### config.mk
export PLATFORM = sky130hd
export DESIGN_NAME = fixed_partition_fit_allocator_unit
export DESIGN_NICKNAME = d
export VERILOG_FILES = /design/src/fpfa_pkg.sv /design/src/fpfa_ctrl.sv /design/src/fpfa_dp.sv /design/src/fixed_partition_fit_allocator_unit.sv
export SDC_FILE = /design/constraint.sdc
export NUM_CORES = 1
export LEC_CHECK = 0
export BUFFER_PORTS_ARGS = -buffer_cell sky130_fd_sc_hd__buf_2
export CAP_MARGIN = 25
export CORE_MARGIN = 5
export CORE_UTILIZATION = 40
export CTS_BUF_LIST = sky130_fd_sc_hd__clkbuf_8
export DETAILED_ROUTE_END_ITERATION = 16
export GPL_ROUTABILITY_DRIVEN = 0
export PLACE_DENSITY = 0.62
export SYNTH_ARGS = -nofsm -noshare
export SYNTH_HDL_FRONTEND = slang
export SYNTH_SLANG_ARGS = --single-unit
### constraint.sdc
create_clock -name clk -period 5.1 [get_ports clk]
set_input_delay 0.765 -clock clk [delete_from_list [all_inputs] [get_ports clk]]
set_output_delay 0.765 -clock clk [all_outputs]
set_load 0.02 [all_outputs]
### src/fpfa_pkg.sv
package fpfa_pkg;

	localparam int NUM_PARTS  = 8;
	localparam int SIZE_BITS  = 16;
	localparam int IDX_BITS   = $clog2(NUM_PARTS);
	localparam int CNT_BITS   = 4;
	localparam int WASTE_BITS = 19;
	localparam int MODE_BITS  = 2;
	localparam int OP_BITS    = 2;
	localparam int STAT_BITS  = 2;
	localparam int IN_BITS    = 24;
	localparam int OUT_BITS   = 40;

	// opcodes
	localparam logic [OP_BITS-1:0] OP_LOAD  = 2'd0;
	localparam logic [OP_BITS-1:0] OP_PLACE = 2'd1;
	localparam logic [OP_BITS-1:0] OP_CLEAR = 2'd2;

	// result status codes
	localparam logic [STAT_BITS-1:0] ST_DONE   = 2'd0;
	localparam logic [STAT_BITS-1:0] ST_PLACED = 2'd1;
	localparam logic [STAT_BITS-1:0] ST_WAIT   = 2'd2;
	localparam logic [STAT_BITS-1:0] ST_BAD    = 2'd3;

	// fit modes
	localparam logic [MODE_BITS-1:0] FIT_FIRST = 2'd0;
	localparam logic [MODE_BITS-1:0] FIT_NEXT  = 2'd1;
	localparam logic [MODE_BITS-1:0] FIT_BEST  = 2'd2;

	// config register indexes
	localparam logic REG_FIT_MODE   = 1'b0;
	localparam logic REG_PART_COUNT = 1'b1;

	localparam logic [CNT_BITS-1:0] COUNT_RESET = 4'd8;

	typedef struct packed {
		logic latch;    // capture accepted item
		logic apply;    // load/clear write, scan setup
		logic step;     // visit one partition
		logic commit;   // placement write, form result
		logic publish;  // move result to output register
	} fpfa_cmd_t;

	typedef struct packed {
		logic scan_last;
	} fpfa_stat_t;

endpackage

### src/fpfa_ctrl.sv
module fpfa_ctrl (
	input  logic               clk,
	input  logic               arst_n,
	input  logic               s_tvalid,
	output logic               s_tready,
	output logic               m_tvalid,
	input  logic               m_tready,
	input  fpfa_pkg::fpfa_stat_t stat,
	output fpfa_pkg::fpfa_cmd_t  cmd
);
	import fpfa_pkg::*;

	typedef enum logic [2:0] {
		S_IDLE,
		S_APPLY,
		S_SCAN,
		S_COMMIT,
		S_DONE
	} state_t;

	state_t state_q;
	logic   m_tvalid_q;
	logic   out_free;

	assign out_free = !m_tvalid_q || m_tready;
	assign s_tready = (state_q == S_IDLE);
	assign m_tvalid = m_tvalid_q;

	always_comb begin
		cmd         = '0;
		cmd.latch   = (state_q == S_IDLE) && s_tvalid;
		cmd.apply   = (state_q == S_APPLY);
		cmd.step    = (state_q == S_SCAN);
		cmd.commit  = (state_q == S_COMMIT);
		cmd.publish = (state_q == S_DONE) && out_free;
	end

	always_ff @(posedge clk or negedge arst_n) begin
		if (!arst_n) begin
			state_q    <= S_IDLE;
			m_tvalid_q <= 1'b0;
		end else begin
			// a new result replaces the one leaving in the same cycle
			if (cmd.publish) begin
				m_tvalid_q <= 1'b1;
			end else if (m_tready) begin
				m_tvalid_q <= 1'b0;
			end
			case (state_q)
				S_IDLE: begin
					if (s_tvalid) begin
						state_q <= S_APPLY;
					end
				end
				S_APPLY:  state_q <= S_SCAN;
				S_SCAN: begin
					if (stat.scan_last) begin
						state_q <= S_COMMIT;
					end
				end
				S_COMMIT: state_q <= S_DONE;
				S_DONE: begin
					if (out_free) begin
						state_q <= S_IDLE;
					end
				end
				default:  state_q <= S_IDLE;
			endcase
		end
	end

endmodule

### src/fpfa_dp.sv
module fpfa_dp (
	input  logic                           clk,
	input  logic                           arst_n,
	input  logic [fpfa_pkg::IN_BITS-1:0]   s_tdata,
	output logic [fpfa_pkg::OUT_BITS-1:0]  m_tdata,
	input  logic                           cfg_we,
	input  logic                           cfg_index,
	input  logic [fpfa_pkg::CNT_BITS-1:0]  cfg_data,
	input  fpfa_pkg::fpfa_cmd_t            cmd,
	output fpfa_pkg::fpfa_stat_t           stat
);
	import fpfa_pkg::*;

	// configuration
	logic [MODE_BITS-1:0] fit_mode_q;
	logic [CNT_BITS-1:0]  part_count_q;

	// partition table
	logic [SIZE_BITS-1:0] part_size_q [NUM_PARTS];
	logic [SIZE_BITS-1:0] held_size_q [NUM_PARTS];
	logic [NUM_PARTS-1:0] used_q;
	logic [IDX_BITS-1:0]  next_start_q;

	// current item
	logic [OP_BITS-1:0]   op_q;
	logic [IDX_BITS-1:0]  idx_q;
	logic [SIZE_BITS-1:0] size_q;
	logic [CNT_BITS-1:0]  n_q;

	// scan
	logic [IDX_BITS-1:0]   ptr_q;
	logic [CNT_BITS-1:0]   cnt_q;
	logic                  found_q;
	logic [IDX_BITS-1:0]   best_q;
	logic [SIZE_BITS-1:0]  best_size_q;
	logic [WASTE_BITS-1:0] acc_q;

	// result
	logic [STAT_BITS-1:0]  res_status_q;
	logic [IDX_BITS-1:0]   res_chosen_q;
	logic [SIZE_BITS-1:0]  res_job_waste_q;
	logic [WASTE_BITS-1:0] res_total_q;
	logic [OUT_BITS-1:0]   out_q;

	logic [CNT_BITS-1:0]  n_in;
	logic                 bad;
	logic                 load_ok;
	logic                 place_ok;
	logic [SIZE_BITS-1:0] cur_size;
	logic [SIZE_BITS-1:0] contrib;
	logic                 fits;
	logic                 take;
	logic                 is_best;
	logic [IDX_BITS-1:0]  start_idx;
	logic [CNT_BITS-1:0]  best_inc;

	always_comb begin
		if (part_count_q == '0) begin
			n_in = CNT_BITS'(1);
		end else if (part_count_q > CNT_BITS'(NUM_PARTS)) begin
			n_in = CNT_BITS'(NUM_PARTS);
		end else begin
			n_in = part_count_q;
		end
	end

	always_comb begin
		load_ok  = (op_q == OP_LOAD) && ({1'b0, idx_q} < n_q);
		place_ok = (op_q == OP_PLACE) && (size_q != '0);
		bad      = !(load_ok || place_ok || (op_q == OP_CLEAR));
	end

	assign is_best   = (fit_mode_q == FIT_BEST);
	assign start_idx = ((fit_mode_q == FIT_NEXT) && ({1'b0, next_start_q} < n_q))
		? next_start_q : '0;

	always_comb begin
		cur_size = part_size_q[ptr_q];
		contrib  = used_q[ptr_q] ? (cur_size - held_size_q[ptr_q]) : cur_size;
		fits     = !used_q[ptr_q] && (cur_size >= size_q);
		take     = fits && (!found_q || (is_best && (cur_size < best_size_q)));
	end

	assign best_inc       = {1'b0, best_q} + CNT_BITS'(1);
	assign stat.scan_last = (cnt_q == n_q - CNT_BITS'(1));
	assign m_tdata        = out_q;

	// config registers
	always_ff @(posedge clk or negedge arst_n) begin
		if (!arst_n) begin
			fit_mode_q   <= FIT_FIRST;
			part_count_q <= COUNT_RESET;
		end else if (cfg_we) begin
			case (cfg_index)
				REG_FIT_MODE:   fit_mode_q   <= cfg_data[MODE_BITS-1:0];
				REG_PART_COUNT: part_count_q <= cfg_data;
				default:        ;
			endcase
		end
	end

	// partition table
	always_ff @(posedge clk or negedge arst_n) begin
		if (!arst_n) begin
			for (int i = 0; i < NUM_PARTS; i++) begin
				part_size_q[i] <= '0;
				held_size_q[i] <= '0;
			end
			used_q       <= '0;
			next_start_q <= '0;
		end else begin
			if (cmd.apply && load_ok) begin
				part_size_q[idx_q] <= size_q;
				held_size_q[idx_q] <= '0;
				used_q[idx_q]      <= 1'b0;
			end
			if (cmd.apply && (op_q == OP_CLEAR)) begin
				for (int i = 0; i < NUM_PARTS; i++) begin
					held_size_q[i] <= '0;
				end
				used_q       <= '0;
				next_start_q <= '0;
			end
			if (cmd.commit && place_ok && found_q) begin
				used_q[best_q]      <= 1'b1;
				held_size_q[best_q] <= size_q;
				next_start_q        <= (best_inc < n_q) ? best_inc[IDX_BITS-1:0] : '0;
			end
		end
	end

	// item capture, scan and result
	always_ff @(posedge clk) begin
		if (cmd.latch) begin
			op_q   <= s_tdata[OP_BITS-1:0];
			idx_q  <= s_tdata[OP_BITS +: IDX_BITS];
			size_q <= s_tdata[OP_BITS+IDX_BITS +: SIZE_BITS];
			n_q    <= n_in;
		end
		if (cmd.apply) begin
			ptr_q   <= start_idx;
			cnt_q   <= '0;
			found_q <= 1'b0;
			acc_q   <= '0;
		end
		if (cmd.step) begin
			acc_q <= acc_q + WASTE_BITS'(contrib);
			cnt_q <= cnt_q + CNT_BITS'(1);
			ptr_q <= ({1'b0, ptr_q} == n_q - CNT_BITS'(1)) ? '0 : ptr_q + IDX_BITS'(1);
			if (take) begin
				found_q     <= 1'b1;
				best_q      <= ptr_q;
				best_size_q <= cur_size;
			end
		end
		if (cmd.commit) begin
			res_total_q     <= acc_q;
			res_chosen_q    <= '0;
			res_job_waste_q <= '0;
			if (bad) begin
				res_status_q <= ST_BAD;
			end else if (op_q != OP_PLACE) begin
				res_status_q <= ST_DONE;
			end else if (found_q) begin
				res_status_q    <= ST_PLACED;
				res_chosen_q    <= best_q;
				res_job_waste_q <= best_size_q - size_q;
				// the chosen partition turns from free size into internal waste
				res_total_q     <= acc_q - WASTE_BITS'(size_q);
			end else begin
				res_status_q <= ST_WAIT;
			end
		end
		if (cmd.publish) begin
			out_q <= {res_total_q, res_job_waste_q, res_chosen_q, res_status_q};
		end
	end

endmodule

### src/fixed_partition_fit_allocator_unit.sv
// from input transfer to m_tvalid high: apply, scan of the active partitions (1..8),
// commit, then done until the output register is free; one partition scanned per cycle
// the next input transfer is taken while a finished result waits in the output register
// reset (arst_n low, asynchronous): all partitions size zero and free, next-fit start 0,
// fit mode first fit, partition count 8, no result pending
module fixed_partition_fit_allocator_unit (
	input  logic                          clk,
	input  logic                          arst_n,
	// input stream
	input  logic                          s_tvalid,
	output logic                          s_tready,
	// [1:0] opcode, [4:2] part_index, [20:5] item_size, [23:21] zero
	input  logic [fpfa_pkg::IN_BITS-1:0]  s_tdata,
	// result stream
	output logic                          m_tvalid,
	input  logic                          m_tready,
	// [1:0] status, [4:2] chosen_partition, [20:5] job_waste, [39:21] total_waste
	output logic [fpfa_pkg::OUT_BITS-1:0] m_tdata,
	// configuration writes: index 0 fit_mode, index 1 partition_count
	input  logic                          cfg_we,
	input  logic                          cfg_index,
	input  logic [fpfa_pkg::CNT_BITS-1:0] cfg_data
);
	import fpfa_pkg::*;

	// command and status between sequencer and datapath
	fpfa_cmd_t  cmd;
	fpfa_stat_t stat;

	// sequencer: idle -> apply (load/clear write) -> scan n partitions
	// -> commit placement -> hand result to output register
	fpfa_ctrl u_ctrl (
		.clk      (clk),
		.arst_n   (arst_n),
		.s_tvalid (s_tvalid),
		.s_tready (s_tready),
		.m_tvalid (m_tvalid),
		.m_tready (m_tready),
		.stat     (stat),
		.cmd      (cmd)
	);

	// datapath: partition table, scan pointer, fit tracking, waste sum, result registers
	fpfa_dp u_dp (
		.clk       (clk),
		.arst_n    (arst_n),
		.s_tdata   (s_tdata),
		.m_tdata   (m_tdata),
		.cfg_we    (cfg_we),
		.cfg_index (cfg_index),
		.cfg_data  (cfg_data),
		.cmd       (cmd),
		.stat      (stat)
	);

endmodule

==> impl_metrics.toml, run 1 <==
[outcome]
outcome = "finished, final reports clean"

[critical_path]
path_cells = "buf_12 -> buf_12 -> mux4_2 -> mux2_2 -> buf_4 -> fa_1 -> a21o_1 -> nand4_1 -> nand2_1 -> nor2_1 -> xor2_1 -> o21ai_0 -> ha_1 -> a21o_1 -> a21oi_2 -> nor2b_1 -> a311o_1 -> a211o_1 -> o31ai_2 -> xor2_1 -> nor2_1"
r2r_cells = 21
critPathMaxFanout = 6
cp.required_ns = 5.47
arrival_ns = 5.33
critical_path_class = "register to register"
cp_slowest_cell = "mux4_2"
end_kind = "register"
start_kind = "register"
cp_slowest_stage_delay_ns = 0.51

[worst_hold_path]
worstHoldPathType = "primary input to async pin"

[logic_synthesis]
syn_avg_cell_area_um2 = 12.9
yosysMostFrequentCell = "dfrtp_1"
yosys.cell_types.count = 72
netlist_area_mm2 = 0.0214
synthFlopType = "dfrtp_1"
netlist_top_cells_count = "dfrtp_1, edfxtp_1, a22o_1, nand2_1, mux2_2"
synthCells = 1656
async_flop_share_pct = 64.7
netlist_top_cells_area = "dfrtp_1, edfxtp_1, mux4_2, ha_1, mux2_2"
yosys.area.top_type_share_pct = 32.3
synth_warnings = 0
syn_nets = 1799
yosysSeqAreaShare_pct = 53.7
ys_ff_latch = 428
synth-edff-count = 150
yosys.area.top_type = "dfrtp_1"

[pwr]
switchingPower_uw = 5200
switching_share_pct = 36.4
p_int_uw = 9090
p_clk_share_pct = 22.5
ir_drop_mv = 0.283
p_per_area_mw_per_mm2 = 574
p_comb_share_pct = 42.4
leakage_uw = 0.0112
seq_power_share_pct = 35.1
p_total_uw = 14300

[timing]
worst_pin_slew_ns = 0.990
finalHoldViolCount = 0
fin_crit_sh_pct = 97.2
holdWs_ns = 0.235
finClkSkew_ns = 0.0320
slew_viol_final = 0
rsz0062_at_grt = "yes"
period_minus_slack_ns = 4.96
worst_slew_margin_rel_pct = 34.0
finalSetupViolations = 0
maxClockFrequency_mhz = 202

[clocking]
cts_max_level = 3
clock-root-buffer = "clkbuf_8"
cts_buffers = 77
insertion_delay_ns = 0.67
cts_buffer_depth = 3
cts_tree = "done"
clock-sinks = 428
cts-hold-fix-buffers = 0
clkTransAtPathRegs_ns = 0.06

[drt]
num_vias = 14400
drt_iter0_markers = 852
antenna_left = 0
via_per_inst = 5.58
drc_errors = 0
detail_route.first_pass.iterations = 5
post_drt_wl_per_cell_um = 21.0
drt-total-wl_um = 54100

[placement]
portBuffers = 72
hpwl_um = 35500

[die]
start_util_pct = 40.5
die-area_mm2 = 0.0581
fp.dieW_um = 241
die_h_um = 241
ios = 76
num_rows = 84
core_area_mm2 = 0.0528

[global_routing]
antenna_found_initial = 1
grt_max_degree = 130
grt_pass1_wl_um = 84200
grt_remaining_overflow = 0
grt_usage_pct = 18.6
grt_pass1_vias = 14800

[final_layout]
fin_util_pct = 47.2
fin_nets = 1967
antenna_cells = 0
layout-area-overhead-vs-synth_pct = 16.6
layout-drive-gt1-share_pct = 27.8

[run]
maxCapViolations = 0
[per-layer routing]
layer | wire length [µm] | vias up | GRT usage, %
met4 | 1630 | 2 | 7.23
met2 | 25700 | 403 | 30.1
met3 | 3200 | 92 | 4.50
li1 | - | 6573 | -
met5 | 8 | - | 0
met1 | 23600 | 7287 | 24.5
[worst paths after layout]
kind,startpoint,end,slack [ns]
setup reg to reg,u_dp.ptr_q[0],u_dp.acc_q[15],0.14
setup / recovery,u_dp.ptr_q[0],u_dp.acc_q[15],0.14
hold / removal,arst_n,u_dp.held_size_q[108],0.24
min in group clk,s_tdata[9],u_dp.size_q[4],0.27
max in group asynchronous,arst_n,u_dp.part_size_q[60],3.58
hold reg to reg,u_dp.res_total_q[2],u_dp.m_tdata[23],0.42
[critical path, delay by kind of cell, from the launching register on]
family	cells	cell delay [ns]
compound gates	7	1.52
mux	2	0.83
fa+ha+maj	2	0.75
buf+inv	3	0.45
simple gates	5	0.42
flops	1	0.37
xor+xnor	2	0.34
[layout by cell type, fill, tap and decap left out, types with 28 or more instances in the layout]
master and instances:
a21oi_1 43, inv_1 79, nand2_1 111, dfrtp_1 276, nor2_1 71, ha_1 97, clkbuf_8 93, a21o_1 36
mux4_2 66, xnor2_1 28, o21ai_0 97, a22o_1 131, edfxtp_1 150, buf_2 71, mux2_2 106, xor2_1 31
buf_4 97
[kinds of logic after synthesis]
logic type | count (synthesis) | share of synthesized area (%)
XOR/XNOR | 59 | 2.42
buffers and inverters | 147 | 2.74
multiplexers | 195 | 13.6
AO/OA/AOI/OAI | 392 | 13.0
AND/OR/NAND/NOR | 326 | 7.99
adder cells (fa/ha/maj) | 109 | 6.53
flip-flops | 428 | 53.7
[layout make-up]
class / instances / area, µm²
tap: 688 / 861
sequential: 428 / 11500
inverter: 55 / 206
clock buffer: 93 / 1280
timing repair buffer: 181 / 1320
fill: 4680 / 27900
clock inverter: 45 / 250
multi-input combinational: 1081 / 9520
[stage by stage]
stage               TNS, ns  instance area, µm²  std cells  setup WS [ns]
floorplan                 0               21400       1656         0.0192
global placement          0               23000       2422         0.0573
detailed placement        0               23000       2422         0.0310
CTS                       0               24600       2560         0.0156
global route         -0.217               24900       2571        -0.0906
finish                    0               24900       2571          0.143
[power groups by stage]
| stage | Combinational, µW | Clock (µW) | Sequential [µW] |
|---|---|---|---|
| global route | 6700 | 3480 | 5090 |
| finish | 6060 | 3220 | 5010 |
| detailed placement | 5730 | 0 | 5060 |
| CTS | 5760 | 3320 | 5000 |
| floorplan | 4130 | 0 | 4870 |
| global placement | 5600 | 0 | 5020 |
[timing repair]
action,4_1_cts,5_1_grt
setup buffers,0,8
setup endpoints to repair,0,8
resized for setup,0,40
[flip-flops by register name (all words and copies together), names as in the netlist, 4 cells and up]
register and flops:
u_dp.m_tdata 40, u_dp.res_total_q 19, u_dp.size_q 16, u_dp.best_size_q 16, u_dp.res_job_waste_q 16, u_dp.n_q 4, u_dp.cnt_q 4, u_dp.part_count_q 4
u_dp.part_size_q 128, u_dp.acc_q 19, u_dp.used_q 8, u_dp.held_size_q 128
No activity file was read; power rests on OpenSTA's default activity.
==> run 2, diff against run 1 <==
Settings changed: ABC_AREA set to 1.
==> run 2 against run 1 <==
  * Critical endpoint is now u_dp.acc_q[18]
  * Power increased by 25%
  * Clock power is 6.8% lower
  * Via count is 21% higher
==> impl_metrics.toml, run 2 <==
[timing]
rsz0062_at_grt = "yes"
worst_pin_slew_ns = 1.06
finalSetupViolations = 0
worst_slew_margin_rel_pct = 29.0
fin_crit_sh_pct = 95.8
finClkSkew_ns = 0.0351
holdWs_ns = 0.213
setup_ws_ns = 0.216
period_minus_slack_ns = 4.88
finalHoldViolCount = 0
maxClockFrequency_mhz = 205
slew_viol_final = 0

[final_layout]
layout-area-overhead-vs-synth_pct = 14.0
layout_commonest_cell = "nand2_1"
nFillCells = 5126
fin_util_pct = 45.8
layout_common_cells = "nand2_1, o21ai_0, inv_1"
layout-drive-gt1-share_pct = 11.9
fin_nets = 2608
fin_cells = 3218

[logic_synthesis]
netlist_area_mm2 = 0.0215
synth-edff-count = 150
synthCells = 2359
yosys.cell_types.count = 49
yosysMostFrequentCell = "nand2_1"
yosys.area.top_type = "dfrtp_1"
async_flop_share_pct = 64.7
netlist_top_cells_area = "dfrtp_1, edfxtp_1, o21ai_0, nand2_1, ha_1"
yosys.area.top_type_share_pct = 32.1
netlist_top_cells_count = "nand2_1, o21ai_0, dfrtp_1, inv_1, nor2_1"
yosysSeqAreaShare_pct = 53.2
syn_nets = 2502
synthFlopType = "dfrtp_1"
ys_ff_latch = 428
synth_warnings = 0
syn_avg_cell_area_um2 = 9.13

[clocking]
cts_tree = "done"
cts_buffer_depth = 3
cts_buffers = 74
insertion_delay_ns = 0.66
clkTransAtPathRegs_ns = 0.06
cts-hold-fix-buffers = 0
cts_max_level = 3
clock-sinks = 428
clock-root-buffer = "clkbuf_8"

[global_routing]
grt_max_degree = 125
grt_usage_pct = 19.7
grt_remaining_overflow = 0
grt_pass1_wl_um = 93600
grt_pass1_vias = 17000
antenna_found_initial = 3

[pwr]
ir_drop_mv = 0.340
leakage_uw = 0.0111
p_per_area_mw_per_mm2 = 727

[drt]
drt-total-wl_um = 59700
via_per_inst = 5.42
drc_errors = 0
num_vias = 17400
detail_route.first_pass.iterations = 7
post_drt_wl_per_cell_um = 18.5
antenna_left = 0
drt_iter0_markers = 1525

[die]
fp.dieW_um = 242
die-area_mm2 = 0.0586
core_area_mm2 = 0.0536
ios = 76
num_rows = 85
die_h_um = 242
start_util_pct = 40.2

[critical_path]
end_kind = "register"
critical_path_class = "register to register"
start_kind = "register"
arrival_ns = 5.28
cp.required_ns = 5.50
critPathMaxFanout = 24

[placement]
dp_slack_ns = 0.124
portBuffers = 72
hpwl_um = 40200
placed_cells = 3076

[run]
maxCapViolations = 0

[worst_hold_path]
worstHoldPathType = "primary input to async pin"

[outcome]
outcome = "finished, final reports clean"
[run 2: report_power, final]
part	leakage [µW]	switching (µW)	internal, µW	total [µW]
registers	0.00522	516	4680	5200
logic	0.00503	6170	3490	9650
clock network	0.000821	1410	1590	3000
total	0.0111	8090	9750	17800
[run 2: cell type report]
| type | count | area (µm²) | share of cell area (%) |
|---|---|---|---|
| well taps | 696 | 871 | 3.55 |
| clock buffers | 89 | 1220 | 4.99 |
| multi-input cells | 1538 | 8590 | 35.0 |
| flip-flops and latches | 428 | 11500 | 46.7 |
| repair buffers | 150 | 1170 | 4.75 |
| clock inverters | 43 | 201 | 0.821 |
| inverters | 273 | 1030 | 4.20 |
| diodes | 1 | 2.50 | 0.0102 |
[run 2: through the flow]
stage | setup TNS (ns) | cell area [µm²] | total power [µW]
2_1_floorplan | 0 | 21500 | 11400
3_3_place_gp | 0 | 22800 | 14000
3_5_place_dp | 0 | 22900 | 14300
4_1_cts | 0 | 24300 | 17400
5_1_grt | -0.148 | 24600 | 19200
6_report | 0 | 24600 | 17800
[run 2: path summary, 6_finish.rpt]
kind / slack, ns / start / depth (start not counted) / end
max in group asynchronous: 3.60 / arst_n / 2 / u_dp.part_size_q[87]
setup reg to reg: 0.22 / u_dp.ptr_q[0] / 26 / u_dp.acc_q[18]
setup / recovery: 0.22 / u_dp.ptr_q[0] / 26 / u_dp.acc_q[18]
hold reg to reg: 0.41 / u_dp.res_total_q[8] / 0 / u_dp.m_tdata[29]
hold / removal: 0.21 / arst_n / 1 / u_dp.held_size_q[122]
min in group clk: 0.28 / s_tdata[1] / 1 / u_dp.op_q[1]
[run 2: metal layers]
metal  vias to the layer above  GRT usage (%)  part of all wire [%]
li1                       8327              -                     -
met1                      8352           27.1                    44
met2                       624           30.9                    45
met3                       136           4.05                   7.1
met4                         0           7.45                   3.8
met5                         -              0                     0
[run 2: timing repair]
action                     in CTS  in global routing
gates resized for setup         0                 22
setup endpoints to repair       0                  8
setup buffers                   0                  5
[run 2: worst max-delay path: stages (launching register included)]
cell and delay [ns]:
edfxtp_1 0.45, buf_4 0.20, clkbuf_16 0.20, a21oi_1 0.14
o21ai_0 0.11, a31oi_1 0.23, ha_1 0.18, inv_1 0.06
fa_1 0.43, nand3_1 0.10, nand3_1 0.13, a21oi_2 0.22
o21ai_1 0.12, a21boi_1 0.21, o21ai_0 0.12, or2_2 0.29
nand3_1 0.07, nand2_1 0.11, ha_4 0.30, nand2_1 0.11
nor4_2 0.30, nand2_1 0.08, nand4_1 0.13, and3_1 0.19
nand2_1 0.05, nand2_1 0.05, nor2_1 0.04
[run 2: logic make-up (layout without fill, tap and decap cells)]
kind of cell / after synthesis / count (layout) / synth area share, %
adder cells (fa/ha/maj): 109 / 109 / 6.47
AO/OA/AOI/OAI: 714 / 714 / 18.4
flip-flops: 428 / 428 / 53.2
buffers and inverters: 393 / 555 / 7.32
XOR/XNOR: 44 / 44 / 1.79
AND/OR/NAND/NOR: 671 / 671 / 12.9
other: 0 / 1 / 0
